**config.mk**
```make
export PLATFORM = sky130hd
export DESIGN_NAME = bsr_ctrl
export DESIGN_NICKNAME = d
export VERILOG_FILES = /design/src/rtl/bsr_pkg.sv /design/src/rtl/bsr_ctrl.sv
export SDC_FILE = /design/constraint.sdc
export NUM_CORES = 1
export LEC_CHECK = 0
export BUFFER_PORTS_ARGS = -buffer_cell sky130_fd_sc_hd__buf_2
export CELL_PAD_IN_SITES_DETAIL_PLACEMENT = 0
export CELL_PAD_IN_SITES_GLOBAL_PLACEMENT = 2
export CORE_MARGIN = 2
export CORE_UTILIZATION = 27
export CTS_CLUSTER_SIZE = 40
export DETAILED_ROUTE_END_ITERATION = 12
export HOLD_SLACK_MARGIN = 0.15
export PLACE_DENSITY_LB_ADDON = 0.12
export SYNTH_ARGS = -nofsm -noshare
export SYNTH_HDL_FRONTEND = slang
export SYNTH_SLANG_ARGS = --single-unit
```
**constraint.sdc**
```tcl
create_clock -name clk -period 3.4 [get_ports clk]
set_clock_uncertainty 0.15 [all_clocks]
set_input_delay 0.51 -clock clk [delete_from_list [all_inputs] [get_ports clk]]
set_output_delay 0.51 -clock clk [all_outputs]
set_load 0.03 [all_outputs]
```
**src/rtl/bsr_pkg.sv**
```systemverilog
// ----------------------------------------------------------------------------
// bsr_pkg: shared types and constants of the bad-sector range remapper
// Opcodes, status codes, table and segment defaults, and the command and
// status groups that join the controller and the datapath.
// ----------------------------------------------------------------------------
`default_nettype none

package bsr_pkg;

  localparam int TableDepthDefault  = 64;
  localparam int MaxSegmentsDefault = 16;
  localparam logic [15:0] SectorSizeReset = 16'd512;

  typedef enum logic [1:0] {
    OP_CLEAR    = 2'd0,
    OP_APPEND   = 2'd1,
    OP_REMAP    = 2'd2,
    OP_RESERVED = 2'd3
  } opcode_t;

  typedef enum logic [1:0] {
    ST_OK   = 2'd0,
    ST_FULL = 2'd1,
    ST_OVF  = 2'd2
  } status_t;

  // Sector value written with a segment.
  typedef enum logic [1:0] {
    SEC_CUR   = 2'd0,  // current start sector
    SEC_REMAP = 2'd1,  // alternate + (current - bad first)
    SEC_ALT   = 2'd2   // alternate first
  } sec_sel_t;

  // Count value written with a segment.
  typedef enum logic [2:0] {
    CNT_BL_S  = 3'd0,  // bad last - current + 1
    CNT_BF_S  = 3'd1,  // bad first - current
    CNT_LS_BF = 3'd2,  // request last - bad first + 1
    CNT_BL_BF = 3'd3,  // bad last - bad first + 1
    CNT_LS_S  = 3'd4   // request last - current + 1
  } cnt_sel_t;

  typedef struct packed {
    logic     req_ready;
    logic     clr_table;
    logic     append;
    logic     load_req;
    logic     tbl_rd;
    logic     idx_inc;
    logic     piece;
    sec_sel_t sec_sel;
    cnt_sel_t cnt_sel;
    logic     advance;
    logic     mul;
    logic     acc;
    logic     seg_rd;
    logic     out_seg;
    logic     out_single;
    status_t  single_status;
  } bsr_cmd_t;

  typedef struct packed {
    logic    req_valid;
    logic [1:0] opcode;
    logic    table_full;
    logic    idx_end;
    logic    ls_lt_bf;
    logic    s_gt_bl;
    logic    s_ge_bf;
    logic    ls_le_bl;
    logic    ls_ge_bf;
    logic    ovf1;
    logic    ovf2;
    logic    out_free;
    logic    seg_last;
  } bsr_stat_t;

endpackage

`default_nettype wire

```
**src/rtl/bsr_ctrl.sv**
```systemverilog
// ----------------------------------------------------------------------------
// bsr_ctrl: sequencer of the remapper
// Decodes requests, walks the cluster table case by case, and drives the
// segment write, address step and result readout.
// ----------------------------------------------------------------------------
`default_nettype none

module bsr_ctrl
  import bsr_pkg::*;
(
  input  wire logic clk,
  input  wire logic rst,
  input  bsr_stat_t stat,
  output bsr_cmd_t  cmd
);
  typedef enum logic [3:0] {
    S_IDLE, S_SINGLE, S_WRD, S_WEV, S_B2, S_C2, S_MUL, S_ACC, S_ORD, S_OLD
  } state_t;

  state_t  state, state_next;
  state_t  ret, ret_next;
  status_t single, single_next;

  always_comb begin
    cmd         = '0;
    state_next  = state;
    ret_next    = ret;
    single_next = single;
    cmd.single_status = single;
    case (state)
      S_IDLE: begin
        cmd.req_ready = 1'b1;
        if (stat.req_valid) begin
          single_next = ST_OK;
          state_next  = S_SINGLE;
          case (stat.opcode)
            OP_CLEAR:  cmd.clr_table = 1'b1;
            OP_APPEND: begin
              if (stat.table_full) begin
                single_next = ST_FULL;
              end else begin
                cmd.append = 1'b1;
              end
            end
            OP_REMAP: begin
              cmd.load_req = 1'b1;
              state_next   = S_WRD;
            end
            default: ;
          endcase
        end
      end
      S_SINGLE: begin
        if (stat.out_free) begin
          cmd.out_single = 1'b1;
          state_next     = S_IDLE;
        end
      end
      S_WRD: begin
        if (stat.idx_end) begin
          cmd.piece   = 1'b1;
          cmd.sec_sel = SEC_CUR;
          cmd.cnt_sel = CNT_LS_S;
          state_next  = S_ORD;
        end else begin
          cmd.tbl_rd = 1'b1;
          state_next = S_WEV;
        end
      end
      S_WEV: begin
        if (stat.ls_lt_bf) begin
          cmd.piece   = 1'b1;
          cmd.sec_sel = SEC_CUR;
          cmd.cnt_sel = CNT_LS_S;
          state_next  = S_ORD;
        end else if (stat.s_gt_bl) begin
          cmd.idx_inc = 1'b1;
          state_next  = S_WRD;
        end else if (stat.s_ge_bf && stat.ls_le_bl) begin
          cmd.piece   = 1'b1;
          cmd.sec_sel = SEC_REMAP;
          cmd.cnt_sel = CNT_LS_S;
          state_next  = S_ORD;
        end else if (stat.s_ge_bf) begin
          // Starts inside the cluster and runs past its end.
          if (stat.ovf1) begin
            single_next = ST_OVF;
            state_next  = S_SINGLE;
          end else begin
            cmd.piece   = 1'b1;
            cmd.sec_sel = SEC_REMAP;
            cmd.cnt_sel = CNT_BL_S;
            cmd.advance = 1'b1;
            ret_next    = S_WEV;
            state_next  = S_MUL;
          end
        end else if (stat.ls_ge_bf && stat.ls_le_bl) begin
          // Starts before the cluster and ends inside it.
          if (stat.ovf1) begin
            single_next = ST_OVF;
            state_next  = S_SINGLE;
          end else begin
            cmd.piece   = 1'b1;
            cmd.sec_sel = SEC_CUR;
            cmd.cnt_sel = CNT_BF_S;
            ret_next    = S_B2;
            state_next  = S_MUL;
          end
        end else begin
          // Covers the whole cluster.
          if (stat.ovf2) begin
            single_next = ST_OVF;
            state_next  = S_SINGLE;
          end else begin
            cmd.piece   = 1'b1;
            cmd.sec_sel = SEC_CUR;
            cmd.cnt_sel = CNT_BF_S;
            ret_next    = S_C2;
            state_next  = S_MUL;
          end
        end
      end
      S_B2: begin
        cmd.piece   = 1'b1;
        cmd.sec_sel = SEC_ALT;
        cmd.cnt_sel = CNT_LS_BF;
        state_next  = S_ORD;
      end
      S_C2: begin
        cmd.piece   = 1'b1;
        cmd.sec_sel = SEC_ALT;
        cmd.cnt_sel = CNT_BL_BF;
        cmd.advance = 1'b1;
        ret_next    = S_WEV;
        state_next  = S_MUL;
      end
      S_MUL: begin
        cmd.mul    = 1'b1;
        state_next = S_ACC;
      end
      S_ACC: begin
        cmd.acc    = 1'b1;
        state_next = ret;
      end
      S_ORD: begin
        cmd.seg_rd = 1'b1;
        state_next = S_OLD;
      end
      S_OLD: begin
        if (stat.out_free) begin
          cmd.out_seg = 1'b1;
          state_next  = stat.seg_last ? S_IDLE : S_ORD;
        end
      end
      default: state_next = S_IDLE;
    endcase
  end

  always_ff @(posedge clk) begin
    if (rst) begin
      state  <= S_IDLE;
      ret    <= S_IDLE;
      single <= ST_OK;
    end else begin
      state  <= state_next;
      ret    <= ret_next;
      single <= single_next;
    end
  end
endmodule

`default_nettype wire

```
==> results of run 1 <==
[sequential cells by signal, indices dropped and copies added (netlist names)]
signal / count
single: 2
ret: 3
state: 4
[cells in the final DEF, fill, tap and decap left out, drive strengths merged, types with 3 or more instances in the layout]
cell	n
clkbuf	3
nor2	9
o21a	3
inv	6
a21oi	13
and2	4
dfxtp	9
nand2b	3
nand2	9
nand3b	3
nor2b	3
o21ai	4
nor3	8
nor3b	3
buf	35
[path summary, 6_finish.rpt]
path         slack (ns)                endpoint  cells past startpoint              startpoint
max                0.69                  cmd[7]                      5   state[0]$_SDFFE_PP0P_
max reg2reg        1.29   state[0]$_SDFFE_PP0P_                      4   state[0]$_SDFFE_PP0P_
min reg2reg        0.32  single[1]$_SDFFE_PP0P_                      1  single[1]$_SDFFE_PP0P_
min                0.32  single[1]$_SDFFE_PP0P_                      1  single[1]$_SDFFE_PP0P_
[area by class of cell]
cell class / instances / area (µm²) / share of cell area, %
flip-flops and latches: 9 / 180 / 16.9
well taps: 44 / 55.1 / 5.18
clock inverters: 1 / 5.00 / 0.471
inverters: 6 / 22.5 / 2.12
clock buffers: 3 / 22.5 / 2.12
repair buffers: 35 / 175 / 16.5
multi-input cells: 92 / 603 / 56.7
[power breakdown]
part / total [mW] / internal [mW] / switching (mW)
Combinational: 0.0925 / 0.0349 / 0.0576
Sequential: 0.121 / 0.109 / 0.0121
Clock: 0.0897 / 0.0437 / 0.0460
[through the flow]
stage / total power, mW / hold WS, ns / utilization, % / worst slack, ns
2_1_floorplan: 0.189 / 0.289 / - / 0.373
3_3_place_gp: 0.217 / 0.299 / 33.9 / 1.03
3_5_place_dp: 0.217 / 0.298 / 33.9 / 0.995
4_1_cts: 0.308 / 0.325 / 34.8 / 0.678
5_1_grt: 0.323 / 0.352 / 34.8 / 0.448
6_report: 0.304 / 0.321 / 34.8 / 0.691
[metal layers]
layer | wire (µm) | share of wire, % | vias to the layer above
met4 | 44 | 1.7 | 0
met1 | 1240 | 49 | 420
li1 | - | - | 489
met3 | 128 | 5.1 | 4
met5 | 0 | 0 | -
met2 | 1120 | 44 | 36
[Yosys cell counts, types with 3 or more instances]
cell type	count	share of area [%]
inv_1	6	2.6
a21oi_1	12	7.0
buf_2	3	1.7
nor2b_1	3	2.2
dfxtp_1	9	21
nor3b_1	3	2.6
nor3_1	7	4.1
nand2b_1	3	2.2
nand3b_1	3	2.6
o21a_1	3	2.6
and2_1	4	2.9
nor2_1	9	3.9
nand2_1	9	3.9
[cells by family (layout without fill, tap and decap cells)]
kind of cell / after synthesis / count (layout)
AOI/OAI and AO/OA: 37 / 37
buffers and inverters: 14 / 45
DFF: 9 / 9
muxes: 3 / 3
and+or+nand+nor: 52 / 52
==> impl_table.tex, run 1 <==
\begin{tabular}{lr}
\hline
Metric & Value \\
\hline
\multicolumn{2}{l}{\textbf{Synth}} \\
Fraction of the mapped netlist area in adder cells & 0\% \\
Primary FF master, synth & dfxtp\_1 \\
Post-synthesis instance total & 115 \\
Yosys warning count & 0 \\
Synthesized-area fraction occupied by ao, oa, aoi and oai cells & 29.2\% \\
Multiplexer area fraction after synthesis & 3.63\% \\
Fraction of the mapped netlist area in simple logic gates & 37.2\% \\
Netlist cell types & 45 \\
Register bit count reported by yosys & 9 \\
Post-Syn Area & 862 µm² \\
Share of synthesized area occupied by flip-flops and latches & around a fifth \\
Async set-reset flop share out of synthesis & 0\% \\
Syn nets & 131 \\
Average size of a mapped cell & 7.50 µm² \\
Xor-xnor portion of the synthesized cell area & 0\% \\
Largest family of logic cells by synthesized area & simple AND/OR/NAND/NOR gates \\
Number of flops mapped to enable cells by yosys & 0 \\
\multicolumn{2}{l}{\textbf{Place}} \\
PortBufs & 35 \\
Detailed placer's ending HPWL & 1980 µm \\
Number of placed instances with taps included & 186 \\
Placement Cell Area & 1040 µm² \\
Global placement routability congestion & approximately 0.75 \\
\multicolumn{2}{l}{\textbf{Critical path}} \\
Master of the slowest instance on the critical path & dfxtp\_1 \\
Stage delay of the slowest cell on the critical path & around 0.7 ns \\
CP bufs+invs & 1 \\
Kind of start point of the critical path & flip-flop \\
Data arrival time of the critical path & 2.05 ns \\
CP Capture Type & output pin \\
Family with the most delay on the worst path & flip-flops \\
Maximum fanout count along the critical path & 18 \\
Crit Path Class & flip-flop to output pin \\
Worst path required time & 2.74 ns \\
Ordered list of cells on the worst path & nand4bb\_4 > nor3\_1 > nand2\_1 > o31ai\_1 > buf\_2 \\
\multicolumn{2}{l}{\textbf{Min path}} \\
Type of the tightest min-delay check & flip-flop to flip-flop \\
\multicolumn{2}{l}{\textbf{GRT}} \\
Total routing resource utilization after global routing & $\sim$15\% \\
Number of global-route vias before repair & 854 \\
Number of antenna violations at the first check in global routing & 0 \\
Met1 track utilization from global routing & 19.7\% \\
Maximum number of pins on one net before global-route repair & 19 \\
Congestion Overflow GR & 0 \\
Met2 Use GR & 23.4\% \\
Gr busiest metal & met2 \\
GR met3 Demand/Resource & 1.92\% \\
First-pass GRT wire length & 3970 µm \\
\multicolumn{2}{l}{\textbf{Drt}} \\
Final wirelength & around 2500 µm \\
Via density & 4.99 \\
First drt pass iteration count & 4 \\
Violation count after the first detailed-route iteration & 49 \\
Vias after detailed routing & 949 \\
Routed len/inst & between 10 and 15 µm \\
DRC violation count after routing & 0 \\
Number of nets with antenna violations after routing & 0 \\
\multicolumn{2}{l}{\textbf{Clock network}} \\
Latest clock arrival within the worst-skew pair & 0.28 ns \\
Cells resized by post-CTS repair & 0 \\
TritonCTS buffer count & 3 \\
Clock Path Buffers & 2 \\
CTS tree & built \\
Reg clk slew, reported paths & 0.07 ns \\
Post-CTS Setup Inserts & 0 \\
CTS H-Tree Depth & 1 \\
Number of hold buffers added after CTS & 0 \\
TritonCTS Sinks & 9 \\
Root Buffer Master & clkbuf\_4 \\
\multicolumn{2}{l}{\textbf{STA}} \\
RSZ-0062 raised after global routing & no \\
Slew Limit Headroom & 56.3\% \\
Endpoints failing setup & 0 \\
Ratio of final minimum period to clock period & 79.7\% \\
Total count of max-transition violations in the final report & 0 \\
Highest Clock Rate & 0.369 GHz \\
Number of endpoints with negative hold slack in the final report & 0 \\
Slew of the pin with the lowest slew margin & 0.650 ns \\
Final Critical Period & 2.71 ns \\
Setup TNS & 0 ns \\
\multicolumn{2}{l}{\textbf{Die}} \\
Core Region & 3050 µm² \\
Number of rows in the core area & 20 \\
Vertical die dimension & 60.5 µm \\
Total I/O pin count & 36 \\
Area of the die & 3660 µm² \\
Die width & around 61 µm \\
Starting Density & 28.2\% \\
\multicolumn{2}{l}{\textbf{Pwr}} \\
PD cells & 285 nW/µm² \\
Peak supply drop & approximately 0.17 mV \\
Static power due to leakage & 0.471 nW \\
\multicolumn{2}{l}{\textbf{Status}} \\
Run status & finished clean \\
\multicolumn{2}{l}{\textbf{Flow run}} \\
Max-cap viol count & 0 \\
\multicolumn{2}{l}{\textbf{Final layout}} \\
Final standard cell area without fillers & 1060 µm² \\
FILL cells & 356 \\
Diodes inserted & 0 \\
Area growth from synthesis to layout & 23.4\% \\
Layout Cells excl Fill & 190 \\
Proportion of layout cells with a drive suffix above 1 & around 30\% \\
Number of nets at the end of the flow & 163 \\
\hline
\end{tabular}
Note: power is estimated with default switching activity, not from simulation.
==> run 2: changes to the inputs <==
- CORE_UTILIZATION: 27 -> 25
- clock period: 3.4 -> 2.5 ns (I/O delays scaled with it)
==> run 2 against run 1 <==
  * Hold slack got worse by 0.067 ns
  * Die area rose by 7.5%
  * Flip-flop and latch count unchanged
  * Via count grew 3.2%
  * Power rose by 39%
  * Register-to-register slack worse by 0.61 ns
  * Sequential share of layout area fell by 0.67 points
  * Cell count grew 3.7%
  * Critical endpoint is now cmd[17]
  * Highest routed layer unchanged
==> impl_table.tex, run 2 (synthesis results as in run 1) <==
\begin{tabular}{lr}
\hline
Metric & Value \\
\hline
\multicolumn{2}{l}{\textbf{Status}} \\
Run status & finished clean \\
\multicolumn{2}{l}{\textbf{Pwr}} \\
Relative contribution of sequential cells to total power & 38.0\% (-2.0 points) \\
Static power due to leakage & 0.497 nW (+5.6\%) \\
P\_sw & 0.158 mW (+36\%) \\
Internal power & 0.266 mW (+41\%) \\
Peak supply drop & 0.157 mV (-7.4\%) \\
Switching power share of the total & 37.2\% (-0.87 points) \\
Fraction of power consumed by combinational cells & 33.5\% (+3.0 points) \\
PD cells & 380 nW/µm² (+33\%) \\
Power share of the clock group & 28.6\% (-0.9 points) \\
\multicolumn{2}{l}{\textbf{Clock network}} \\
Reg clk slew, reported paths & 0.08 ns (about the same) \\
Latest clock arrival within the worst-skew pair & 0.27 ns (about the same) \\
Root Buffer Master & clkbuf\_4 \\
CTS H-Tree Depth & 1 (unchanged) \\
TritonCTS buffer count & 3 (unchanged) \\
Number of hold buffers added after CTS & 0 (unchanged) \\
Clock Path Buffers & 2 (unchanged) \\
CTS tree & built \\
TritonCTS Sinks & 9 (unchanged) \\
\multicolumn{2}{l}{\textbf{STA}} \\
Worst-case hold slack & 0.254 ns (-0.0671 ns) \\
Endpoints failing setup & 0 (unchanged) \\
Final Critical Period & 2.31 ns \\
Ratio of final minimum period to clock period & 92.5\% \\
RSZ-0062 raised after global routing & no \\
Total count of max-transition violations in the final report & 0 (unchanged) \\
Highest Clock Rate & 0.432 GHz \\
Slew Limit Headroom & 66.0\% (+9.8 points) \\
Slew of the pin with the lowest slew margin & 0.496 ns (-0.153 ns) \\
Setup TNS & 0 ns (unchanged) \\
Final worst setup slack & 0.187 ns (-0.504 ns) \\
Number of endpoints with negative hold slack in the final report & 0 (unchanged) \\
\multicolumn{2}{l}{\textbf{Final layout}} \\
FILL cells & 377 (+5.9\%) \\
Highest-count cells in the layout ignoring fill and taps & 35 x buf\_2, 12 x a21oi\_1, 9 x nand2\_1, 9 x nor2\_1, 8 x dfxtp\_1 \\
Area growth from synthesis to layout & 29.3\% \\
Layout Cells excl Fill & 197 (+3.7\%) \\
Seq. cell area & 181 µm² (+0.69\%) \\
Diodes inserted & 0 (unchanged) \\
Max FFs per register & 4 (unchanged) \\
Most common cell after layout, fill and taps aside & buf\_2 \\
Registers with the highest flip-flop counts & state: 4 flops, ret: 3 flops, single: 2 flops \\
Proportion of layout cells with a drive suffix above 1 & 33.8\% (+3.6 points) \\
Combined area of the multi-input logic cells & 614 µm² (+1.9\%) \\
Number of nets at the end of the flow & 168 (+3.1\%) \\
Top reg by flops & state \\
\multicolumn{2}{l}{\textbf{GRT}} \\
Congestion Overflow GR & 0 (unchanged) \\
Number of global-route vias before repair & 900 (+5.4\%) \\
Maximum number of pins on one net before global-route repair & 14 (-5) \\
First-pass GRT wire length & 4370 µm (+10\%) \\
Total routing resource utilization after global routing & 13.8\% (-1.1 points) \\
Number of antenna violations at the first check in global routing & 0 (unchanged) \\
\multicolumn{2}{l}{\textbf{Die}} \\
Die width & 62.7 µm (+3.7\%) \\
Core Region & 3340 µm² (+9.3\%) \\
Starting Density & 25.8\% (-2.4 points) \\
Vertical die dimension & 62.7 µm (+3.7\%) \\
Total I/O pin count & 36 (unchanged) \\
Number of rows in the core area & 21 (+5.0\%) \\
Area of the die & 3930 µm² (+7.5\%) \\
\multicolumn{2}{l}{\textbf{Critical path}} \\
Worst path required time & 1.98 ns (-0.76 ns) \\
Data arrival time of the critical path & 1.79 ns (-0.26 ns) \\
Maximum fanout count along the critical path & 13 (-5) \\
Kind of start point of the critical path & flip-flop \\
Crit Path Class & flip-flop to output pin \\
CP Capture Type & output pin \\
\multicolumn{2}{l}{\textbf{Place}} \\
Number of placed instances with taps included & 193 (+3.8\%) \\
Global placement routability congestion & 0.736 (-1.3\%) \\
Worst setup timing slack at the placement stage & 0.335 ns (-0.660 ns) \\
PortBufs & 35 (unchanged) \\
Detailed placer's ending HPWL & 2100 µm (+6.2\%) \\
\multicolumn{2}{l}{\textbf{Drt}} \\
Via density & 4.97 (-0.50\%) \\
Routed len/inst & 13.7 µm (+2.8\%) \\
Final wirelength & 2700 µm (+6.6\%) \\
Violation count after the first detailed-route iteration & 36 (-27\%) \\
DRC violation count after routing & 0 (unchanged) \\
First drt pass iteration count & 4 (unchanged) \\
Number of nets with antenna violations after routing & 0 (unchanged) \\
Vias after detailed routing & 979 (+3.2\%) \\
\multicolumn{2}{l}{\textbf{Flow run}} \\
Max-cap viol count & 0 (unchanged) \\
\multicolumn{2}{l}{\textbf{Min path}} \\
Type of the tightest min-delay check & primary input to flip-flop \\
\hline
\end{tabular}
[run 2: power by group through the flow]
| stage | Combinational, mW | Sequential [mW] | Clock, mW |
|---|---|---|---|
| 2_1_floorplan | 0.0991 | 0.159 | 0 |
| 3_3_place_gp | 0.143 | 0.163 | 0 |
| 3_5_place_dp | 0.142 | 0.164 | 0 |
| 4_1_cts | 0.143 | 0.160 | 0.127 |
| 5_1_grt | 0.155 | 0.161 | 0.133 |
| 6_report | 0.142 | 0.161 | 0.121 |
[run 2: metal layers]
metal / share of wire (%) / vias up / GRT usage (%)
li1: - / 502 / -
met3: 6.2 / 2 / 3.96
met5: 0 / - / 0
met4: 0.63 / 0 / 3.33
met2: 41 / 34 / 21.1
met1: 52 / 441 / 19.2
[run 2: cell type report]
| type | count | area share [%] |
|---|---|---|
| tap | 46 | 5.16 |
| inverter | 6 | 2.02 |
| clock buffer | 4 | 2.36 |
| timing repair buffer | 40 | 19.1 |
| sequential | 9 | 16.3 |
| multi-input combinational | 92 | 55.1 |
[run 2: what timing repair did]
item                                    CTS  global route
setup buffers                             0             0
gates resized for setup                   0             2
endpoints found under the setup margin    0             1
[run 2: final timing paths]
| check | from | endpoint | slack [ns] | depth (start not counted) |
|---|---|---|---|---|
| min reg2reg | single[1]$_SDFFE_PP0P_ | single[1]$_SDFFE_PP0P_ | 0.32 | 1 |
| max reg2reg | state[3]$_SDFFE_PP0P_ | state[0]$_SDFFE_PP0P_ | 0.68 | 4 |
| min | rst | ret[0]$_SDFFE_PP0P_ | 0.25 | 2 |
| max | state[3]$_SDFFE_PP0P_ | cmd[17] | 0.19 | 4 |
[run 2: critical path: stages, from the launching register on]
cell     delay, ns
dfxtp_1       0.44
nor4_2        0.47
nand2_1       0.17
nor4b_2       0.22
buf_2         0.23
[run 2: metrics by stage]
step / total power [mW] / instance area [µm²] / utilization [%]
2_1_floorplan: 0.258 / 868 / -
4_1_cts: 0.430 / 1110 / 33.2
6_report: 0.423 / 1110 / 33.4
5_1_grt: 0.449 / 1110 / 33.4
3_5_place_dp: 0.305 / 1080 / 32.4
3_3_place_gp: 0.306 / 1080 / 32.4
